`src/sv/fcrc_pkg.sv`:
```
// Package: shared types and constants of the free cluster run coalescer.
package fcrc_pkg;

	localparam int LBA_W        = 32;
	localparam int ENTRY_W      = 32;
	localparam int ENTRY_MASK_W = 28;
	localparam int SPC_W        = 8;
	localparam int CFG_IDX_W    = 1;
	localparam int CFG_DATA_W   = 32;
	localparam int RESULT_DEPTH = 4;

	typedef enum logic [CFG_IDX_W-1:0] {
		CFG_DATA_START = 1'b0,
		CFG_SPC        = 1'b1
	} cfg_reg_t;

	typedef enum logic {
		KIND_ERASE = 1'b0,
		KIND_ABORT = 1'b1
	} result_kind_t;

	typedef struct packed {
		logic [ENTRY_W-1:0] table_entry;
		logic               end_of_table;
		logic               read_failed;
	} item_t;

	typedef struct packed {
		result_kind_t     kind;
		logic [LBA_W-1:0] first_lba;
		logic [LBA_W-1:0] last_lba;
		logic             last_of_run;
	} result_t;

	typedef struct packed {
		logic [LBA_W-1:0] cluster_index;
		logic             run_open;
		logic [LBA_W-1:0] run_first_lba;
		logic [LBA_W-1:0] run_last_lba;
	} scan_state_t;

endpackage

```
`src/sv/fcrc_item_if.sv`:
```
// Interface: input item channel (valid/ready plus allocation entry fields).
interface fcrc_item_if;
	import fcrc_pkg::*;

	logic               valid;
	logic               ready;
	logic [ENTRY_W-1:0] table_entry;
	logic               end_of_table;
	logic               read_failed;

	modport source(output valid, output table_entry, output end_of_table,
		output read_failed, input ready);
	modport sink(input valid, input table_entry, input end_of_table,
		input read_failed, output ready);
endinterface

```
`src/sv/fcrc_result_if.sv`:
```
// Interface: result channel (valid/ready plus erase request fields).
interface fcrc_result_if;
	import fcrc_pkg::*;

	logic             valid;
	logic             ready;
	logic             result_kind;
	logic [LBA_W-1:0] erase_first_lba;
	logic [LBA_W-1:0] erase_last_lba;
	logic             last_of_run;

	modport source(output valid, output result_kind, output erase_first_lba,
		output erase_last_lba, output last_of_run, input ready);
	modport sink(input valid, input result_kind, input erase_first_lba,
		input erase_last_lba, input last_of_run, output ready);
endinterface

```
`src/sv/fcrc_cfg_if.sv`:
```
// Interface: configuration write channel (valid/ready, register index, data).
interface fcrc_cfg_if;
	import fcrc_pkg::*;

	logic                  valid;
	logic                  ready;
	logic [CFG_IDX_W-1:0]  index;
	logic [CFG_DATA_W-1:0] data;

	modport source(output valid, output index, output data, input ready);
	modport sink(input valid, input index, input data, output ready);
endinterface

```
`src/sv/fcrc_step.sv`:
```
// Per-entry scan logic: next scan state and up to two erase/abort results.
module fcrc_step (
	input  fcrc_pkg::item_t                  item,
	input  fcrc_pkg::scan_state_t            cur,
	input  logic [fcrc_pkg::LBA_W-1:0]       data_start_lba,
	input  logic [fcrc_pkg::SPC_W-1:0]       sectors_per_cluster,
	output fcrc_pkg::scan_state_t            nxt,
	output fcrc_pkg::result_t                res0,
	output fcrc_pkg::result_t                res1,
	output logic [1:0]                       res_cnt
);
	import fcrc_pkg::*;

	logic [SPC_W-1:0]       spc;
	logic [LBA_W-1:0]       idx_m2;
	logic [LBA_W+SPC_W-1:0] prod;
	logic [LBA_W-1:0]       lo;
	logic [LBA_W-1:0]       hi;
	logic                   reserved;
	logic                   is_free;
	logic                   extend;
	logic                   new_run;
	logic                   close_a;
	logic                   close_b;
	logic                   open1;
	logic [LBA_W-1:0]       first1;
	logic [LBA_W-1:0]       last1;
	result_t                ra;
	result_t                rb;

	assign spc      = (sectors_per_cluster == '0) ? SPC_W'(1) : sectors_per_cluster;
	assign idx_m2   = cur.cluster_index - LBA_W'(2);
	assign prod     = idx_m2 * spc;
	assign lo       = data_start_lba + prod[LBA_W-1:0];
	assign hi       = lo + LBA_W'(spc) - LBA_W'(1);
	assign reserved = (cur.cluster_index < LBA_W'(2));
	assign is_free  = (item.table_entry[ENTRY_MASK_W-1:0] == '0);

	assign extend  = !reserved && is_free && cur.run_open && (lo == cur.run_last_lba + LBA_W'(1));
	assign new_run = !reserved && is_free && !extend;
	assign close_a = cur.run_open && !extend;
	assign open1   = extend || new_run;
	assign first1  = new_run ? lo : cur.run_first_lba;
	assign last1   = open1 ? hi : cur.run_last_lba;
	assign close_b = item.end_of_table && open1;

	always_comb begin
		ra             = '0;
		ra.kind        = KIND_ERASE;
		ra.first_lba   = cur.run_first_lba;
		ra.last_lba    = cur.run_last_lba;
		ra.last_of_run = !close_b;
		rb             = '0;
		rb.kind        = KIND_ERASE;
		rb.first_lba   = first1;
		rb.last_lba    = last1;
		rb.last_of_run = 1'b1;

		if (item.read_failed) begin
			nxt              = '0;
			res0             = '0;
			res0.kind        = KIND_ABORT;
			res0.last_of_run = 1'b1;
			res1             = rb;
			res_cnt          = 2'd1;
		end else begin
			nxt.run_first_lba = first1;
			nxt.run_last_lba  = last1;
			if (item.end_of_table) begin
				nxt.cluster_index = '0;
				nxt.run_open      = 1'b0;
			end else begin
				nxt.cluster_index = cur.cluster_index + LBA_W'(1);
				nxt.run_open      = open1;
			end
			res0    = close_a ? ra : rb;
			res1    = rb;
			res_cnt = {1'b0, close_a} + {1'b0, close_b};
		end
	end
endmodule

```
`src/sv/fcrc_rq.sv`:
```
// Result queue: takes up to two results per cycle, hands out one per cycle.
module fcrc_rq #(
	parameter int DEPTH = fcrc_pkg::RESULT_DEPTH
) (
	input  logic              clk,
	input  logic              arst_n,
	input  fcrc_pkg::result_t push0,
	input  fcrc_pkg::result_t push1,
	input  logic [1:0]        push_cnt,
	input  logic              pop,
	output fcrc_pkg::result_t head,
	output logic              not_empty,
	output logic              room2
);
	import fcrc_pkg::*;

	localparam int PW = (DEPTH > 1) ? $clog2(DEPTH) : 1;
	localparam int CW = $clog2(DEPTH + 1);

	result_t       mem_q [DEPTH];
	logic [PW-1:0] wr_q;
	logic [PW-1:0] rd_q;
	logic [CW-1:0] cnt_q;
	logic [PW-1:0] wr_p1;
	logic [PW-1:0] wr_p2;
	logic [PW-1:0] rd_p1;

	function automatic logic [PW-1:0] inc(input logic [PW-1:0] p);
		return (p == PW'(DEPTH - 1)) ? '0 : p + PW'(1);
	endfunction

	assign wr_p1     = inc(wr_q);
	assign wr_p2     = inc(wr_p1);
	assign rd_p1     = inc(rd_q);
	assign head      = mem_q[rd_q];
	assign not_empty = (cnt_q != '0);
	assign room2     = (cnt_q <= CW'(DEPTH - 2));

	always_ff @(posedge clk) begin
		if (push_cnt != 2'd0) begin
			mem_q[wr_q] <= push0;
		end
		if (push_cnt == 2'd2) begin
			mem_q[wr_p1] <= push1;
		end
	end

	always_ff @(posedge clk or negedge arst_n) begin
		if (!arst_n) begin
			wr_q  <= '0;
			rd_q  <= '0;
			cnt_q <= '0;
		end else begin
			case (push_cnt)
				2'd1:    wr_q <= wr_p1;
				2'd2:    wr_q <= wr_p2;
				default: wr_q <= wr_q;
			endcase
			if (pop) begin
				rd_q <= rd_p1;
			end
			cnt_q <= cnt_q + CW'(push_cnt) - CW'(pop);
		end
	end
endmodule

```
`src/sv/free_cluster_run_coalescer.sv`:
```
// Top level: free cluster run coalescer (allocation table scan to erase ranges).
// Flow: an accepted entry is held in item_s1, evaluated by fcrc_step and, once the
// result queue has room for two results, its results are written into the queue and
// offered from its head. Throughput: one entry per cycle while the queue has room
// for two results; the single result port drains the queue one result at a time.
// Reset: scan state, run and queue cleared; data_start_lba = 0, sectors/cluster = 1.
module free_cluster_run_coalescer #(
	parameter int RESULT_DEPTH = fcrc_pkg::RESULT_DEPTH
) (
	input  logic       clk,
	input  logic       arst_n,
	fcrc_item_if.sink   items,
	fcrc_result_if.source results,
	fcrc_cfg_if.sink    cfg
);
	import fcrc_pkg::*;

	logic                   s1_valid_q;
	item_t                  item_s1;
	scan_state_t            state_q;
	scan_state_t            state_nxt;
	logic [LBA_W-1:0]       data_start_q;
	logic [SPC_W-1:0]       spc_q;
	result_t                res0;
	result_t                res1;
	result_t                head;
	logic [1:0]             res_cnt;
	logic                   room2;
	logic                   not_empty;
	logic                   fire;
	logic                   take;

	assign fire        = s1_valid_q && room2;
	assign items.ready = !s1_valid_q || fire;
	assign take        = items.valid && items.ready;
	assign cfg.ready   = 1'b1;

	always_ff @(posedge clk) begin
		if (take) begin
			item_s1.table_entry  <= items.table_entry;
			item_s1.end_of_table <= items.end_of_table;
			item_s1.read_failed  <= items.read_failed;
		end
	end

	always_ff @(posedge clk or negedge arst_n) begin
		if (!arst_n) begin
			s1_valid_q   <= 1'b0;
			state_q      <= '0;
			data_start_q <= '0;
			spc_q        <= SPC_W'(1);
		end else begin
			if (take) begin
				s1_valid_q <= 1'b1;
			end else if (fire) begin
				s1_valid_q <= 1'b0;
			end
			if (fire) begin
				state_q <= state_nxt;
			end
			if (cfg.valid) begin
				case (cfg_reg_t'(cfg.index))
					CFG_DATA_START: data_start_q <= cfg.data[LBA_W-1:0];
					CFG_SPC:        spc_q        <= cfg.data[SPC_W-1:0];
					default:        spc_q        <= spc_q;
				endcase
			end
		end
	end

	fcrc_step u_step (
		.item                (item_s1),
		.cur                 (state_q),
		.data_start_lba      (data_start_q),
		.sectors_per_cluster (spc_q),
		.nxt                 (state_nxt),
		.res0                (res0),
		.res1                (res1),
		.res_cnt             (res_cnt)
	);

	fcrc_rq #(
		.DEPTH (RESULT_DEPTH)
	) u_rq (
		.clk       (clk),
		.arst_n    (arst_n),
		.push0     (res0),
		.push1     (res1),
		.push_cnt  (fire ? res_cnt : 2'd0),
		.pop       (results.valid && results.ready),
		.head      (head),
		.not_empty (not_empty),
		.room2     (room2)
	);

	assign results.valid           = not_empty;
	assign results.result_kind     = head.kind;
	assign results.erase_first_lba = head.first_lba;
	assign results.erase_last_lba  = head.last_lba;
	assign results.last_of_run     = head.last_of_run;
endmodule
```
`src/flat_wrapper.sv`:
```
// flat-port wrapper written by rule: the top's interface ports become plain ports
module free_cluster_run_coalescer_flat import fcrc_pkg::*;
#(
	parameter int RESULT_DEPTH = fcrc_pkg::RESULT_DEPTH
)
  (clk, arst_n, items_valid, items_table_entry, items_end_of_table, items_read_failed, items_ready, results_valid, results_result_kind, results_erase_first_lba, results_erase_last_lba, results_last_of_run, results_ready, cfg_valid, cfg_index, cfg_data, cfg_ready);
  fcrc_item_if items_i ();
  fcrc_result_if results_i ();
  fcrc_cfg_if cfg_i ();
  input  logic clk;
  input  logic arst_n;
  input wire logic [$bits(items_i.valid)-1:0] items_valid;
  input wire logic [$bits(items_i.table_entry)-1:0] items_table_entry;
  input wire logic [$bits(items_i.end_of_table)-1:0] items_end_of_table;
  input wire logic [$bits(items_i.read_failed)-1:0] items_read_failed;
  output wire logic [$bits(items_i.ready)-1:0] items_ready;
  output wire logic [$bits(results_i.valid)-1:0] results_valid;
  output wire logic [$bits(results_i.result_kind)-1:0] results_result_kind;
  output wire logic [$bits(results_i.erase_first_lba)-1:0] results_erase_first_lba;
  output wire logic [$bits(results_i.erase_last_lba)-1:0] results_erase_last_lba;
  output wire logic [$bits(results_i.last_of_run)-1:0] results_last_of_run;
  input wire logic [$bits(results_i.ready)-1:0] results_ready;
  input wire logic [$bits(cfg_i.valid)-1:0] cfg_valid;
  input wire logic [$bits(cfg_i.index)-1:0] cfg_index;
  input wire logic [$bits(cfg_i.data)-1:0] cfg_data;
  output wire logic [$bits(cfg_i.ready)-1:0] cfg_ready;
  assign items_i.valid = items_valid;
  assign items_i.table_entry = items_table_entry;
  assign items_i.end_of_table = items_end_of_table;
  assign items_i.read_failed = items_read_failed;
  assign items_ready = items_i.ready;
  assign results_valid = results_i.valid;
  assign results_result_kind = results_i.result_kind;
  assign results_erase_first_lba = results_i.erase_first_lba;
  assign results_erase_last_lba = results_i.erase_last_lba;
  assign results_last_of_run = results_i.last_of_run;
  assign results_i.ready = results_ready;
  assign cfg_i.valid = cfg_valid;
  assign cfg_i.index = cfg_index;
  assign cfg_i.data = cfg_data;
  assign cfg_ready = cfg_i.ready;
  free_cluster_run_coalescer #(.RESULT_DEPTH(RESULT_DEPTH)) u_core (.clk(clk), .arst_n(arst_n), .items(items_i), .results(results_i), .cfg(cfg_i));
endmodule
```
`config.mk`:
```
export PLATFORM = sky130hd
export DESIGN_NAME = free_cluster_run_coalescer_flat
export DESIGN_NICKNAME = d
export VERILOG_FILES = /design/src/sv/fcrc_pkg.sv /design/src/sv/fcrc_item_if.sv /design/src/sv/fcrc_result_if.sv /design/src/sv/fcrc_cfg_if.sv /design/src/sv/fcrc_step.sv /design/src/sv/fcrc_rq.sv /design/src/sv/free_cluster_run_coalescer.sv /design/src/flat_wrapper.sv
export SDC_FILE = /design/constraint.sdc
export NUM_CORES = 1
export LEC_CHECK = 0
export ABC_AREA = 0
export BUFFER_PORTS_ARGS = -buffer_cell sky130_fd_sc_hd__buf_4
export CORE_MARGIN = 5
export CORE_UTILIZATION = 40
export DETAILED_ROUTE_END_ITERATION = 10
export PLACE_DENSITY_LB_ADDON = 0.05
export SLEW_MARGIN = 40
export SYNTH_ARGS = -nofsm -noshare
export SYNTH_HDL_FRONTEND = slang
export SYNTH_SLANG_ARGS = --single-unit
export TNS_END_PERCENT = 5
```
`constraint.sdc`:
```
create_clock -name clk -period 27.8 [get_ports clk]
set_clock_uncertainty 0.15 [all_clocks]
set_input_delay 4.17 -clock clk [delete_from_list [all_inputs] [get_ports clk]]
set_output_delay 4.17 -clock clk [all_outputs]
set_load 0.02 [all_outputs]
```
==> results.md <==
- Outcome: completed
- Number of synthesis warnings: 0
- DP HPWL: 70840 um
- Rows: 102
- CTS root buffer: clkbuf_16
- First-pass GRT wire length: 153900 um
- Gp weighted congestion: 0.9108
- Total core area: 77720 sq um
- Fin Setup TNS: 0 ps
- Yosys cell types: 94
- Crit path max fanout: 33
- Hold Crit Class: register to register
- CP max-delay cell: xor2_1
- Largest cells by area after synthesis: edfxtp_1 (27%), fa_1 (12%), dfrtp_1 (11%)
- Synth Cell Area: 31440 sq um
- Post-synthesis average cell area: 10.84 sq um
- Tcrit/Tclk final: 0.4791
- Final cell count without fillers: 4021
- I/O Pins: 141
- Total routed wirelength: 102700 um
- Flip-flop and latch count after synthesis: 439
- CP startpoint kind: register
- Cts hold-fix bufs: 0
- Yosys top cell area share: 0.2731
- Max-slew headroom: 0.4205
- Total clock sinks: 439
- Commonest cells after routing, fill and taps aside: nand2_1 (327), edfxtp_1 (286), a22o_1 (238)
- Final nets: 3293
- WL met3: 4836 um
- Die area: 84320 sq um
- Post-Syn Instances: 2900
- Via count: 23290
- CTS clk-pin slew, worst paths: 60 ps
- Port bufs: 135
- Worst skew pair latency: 620 ps
- Commonest non-fill, non-tap cell in the layout: nand2_1
- Post-CTS sizing: 0
- Worst slew pin tran: 847.3 ps
- Placed Cells: 3922
- Htree depth: 2
- Fmax: 0.07508 GHz
- Layout cell share with drive strength beyond 1: 0.1453
- Global route overflow: 0
- Max-Cap Viols: 0
- Post-synth EDFFs: 286
- Critical path required time: 28130 ps
- Pin count of the biggest net entering global routing: 66
- Worst setup EP type: register
- Longest Clk Path Bufs: 3
- Hold Fails Final Rpt: 0
- Die height: 290.4 um
- Vias per cell: 5.792
- Final Max Tran Viols: 0
- TritonCTS clock tree: done
- Primary FF master, synth: edfxtp_1
- Area delta synth->final: 11.95%
- Die W: 290.4 um
- Async set or reset register ratio after synthesis: 0.3303
- Worst EP arrival: 13650 ps
- DRT Pass-1 Iters: 5
- Detailed-route wire length per cell: 25.53 um
- DRT met1 WL: 42100 um
- Layout fillers: 7228
- TritonCTS buffer count: 52
- Routed Antenna Nets: 0
- Overall Global Routing Usage: 0.2370
- Met2 WL: 52240 um
- CP max stage delay: 700 ps
- Initial antenna violation count: 0
- Sequential element share of the synthesized area: 0.3937
- Final setup viols: 0
- Starting Density: 0.4046
- RSZ-0062 raised after global routing: false
- Post-CTS repair timing setup buffer count: 0
- Vias in the first global route: 24280
- Post-synth top area cell: edfxtp_1
- Syn nets: 3256
- Post-route minimum period: 13320 ps
- DR iter-0 viols: 1601
- Residual DRC: 0
- Top Layer Used: met4
- CP Class: register to register
synthesized netlist by cell type (67+ instances only):
cell type,instances
ha_1,96
a21oi_1,67
a22o_1,238
inv_1,227
xor2_1,67
o21ai_0,145
dfrtp_1,144
fa_1,188
nand2_1,332
nor2_1,162
clkbuf_1,143
xnor2_1,76
edfxtp_1,286
state kept, by name (all words and copies together), names as in the netlist:
register	flops
u_core.s1_valid_q	1
u_core.u_rq.mem_q	264
u_core.state_q	97
u_core.u_rq.wr_q	2
u_core.u_rq.cnt_q	3
u_core.data_start_q	32
u_core.item_s1	30
u_core.u_rq.rd_q	2
u_core.spc_q	8
area by class of cell:
cell class,count,area [sq um],share of cell area
repair buffers,187,1471,0.04180
diodes,1,2.502,0.00007109
clock buffers,73,1420,0.04034
multi-input cells,2023,17500,0.4972
flip-flops and latches,439,12390,0.3519
inverters,234,878.3,0.02495
clock inverters,24,237.7,0.006754
well taps,1040,1301,0.03697
critical path: cells and delay by family, from the launching register on:
| kind | cells | cell delay (ps) |
|---|---|---|
| compound gates | 4 | 1350 |
| xor+xnor | 2 | 900 |
| fa+ha+maj | 8 | 3230 |
| buf+inv | 7 | 1290 |
| flops | 1 | 520 |
| simple gates | 16 | 5670 |
metal layers:
metal	global-route usage	vias to the layer above
met5	0	-
met4	0.07599	0
met3	0.02843	166
met2	0.4236	722
met1	0.3009	11910
li1	-	10500
stage by stage:
| step | cell area, sq um | setup slack, ps | util | hold WS, ps |
|---|---|---|---|---|
| 5_1_grt | 35200 | 13660 | 0.4529 | 374.8 |
| 4_1_cts | 35150 | 14550 | 0.4522 | 336.0 |
| 6_report | 35200 | 14480 | 0.4529 | 335.5 |
| 3_3_place_gp | 33300 | 14020 | 0.4285 | 311.8 |
| 2_1_floorplan | 31440 | 16930 | - | 299.7 |
| 3_5_place_dp | 33490 | 14590 | 0.4309 | 322.1 |
cells by family after synthesis:
family,Yosys count,share of synthesized area
and+or+nand+nor,800,0.1203
AOI/OAI and AO/OA,656,0.1553
DFF,439,0.3937
buffers and inverters,438,0.05766
adders and majority gates,284,0.1579
xor gates and xnor gates,152,0.04632
muxes,130,0.06872
other,1,0.0001193
worst paths after layout:
path / startpoint / depth (start not counted) / end / slack, ps
hold reg to reg: u_core.u_rq.mem_q[2][0]$_SDFFE_PP1P_ / 2 / u_core.u_rq.mem_q[2][0]$_SDFFE_PP1P_ / 340
hold / removal: u_core.u_rq.mem_q[2][0]$_SDFFE_PP1P_ / 2 / u_core.u_rq.mem_q[2][0]$_SDFFE_PP1P_ / 340
setup reg to reg: u_core.state_q[66]$_DFFE_PN0P_ / 37 / u_core.u_rq.mem_q[2][64]$_DFFE_PP_ / 14480
setup / recovery: u_core.state_q[66]$_DFFE_PN0P_ / 37 / u_core.u_rq.mem_q[2][64]$_DFFE_PP_ / 14480
min in group asynchronous: arst_n / 1 / u_core.data_start_q[10]$_DFFE_PN0P_ / 3360
max in group asynchronous: arst_n / 2 / u_core.u_rq.rd_q[1]$_DFFE_PN0P_ / 22970
Power is left out: the tool's default activity adds up to more than one toggle a clock period on the data nets, which glitch-free logic cannot reach.
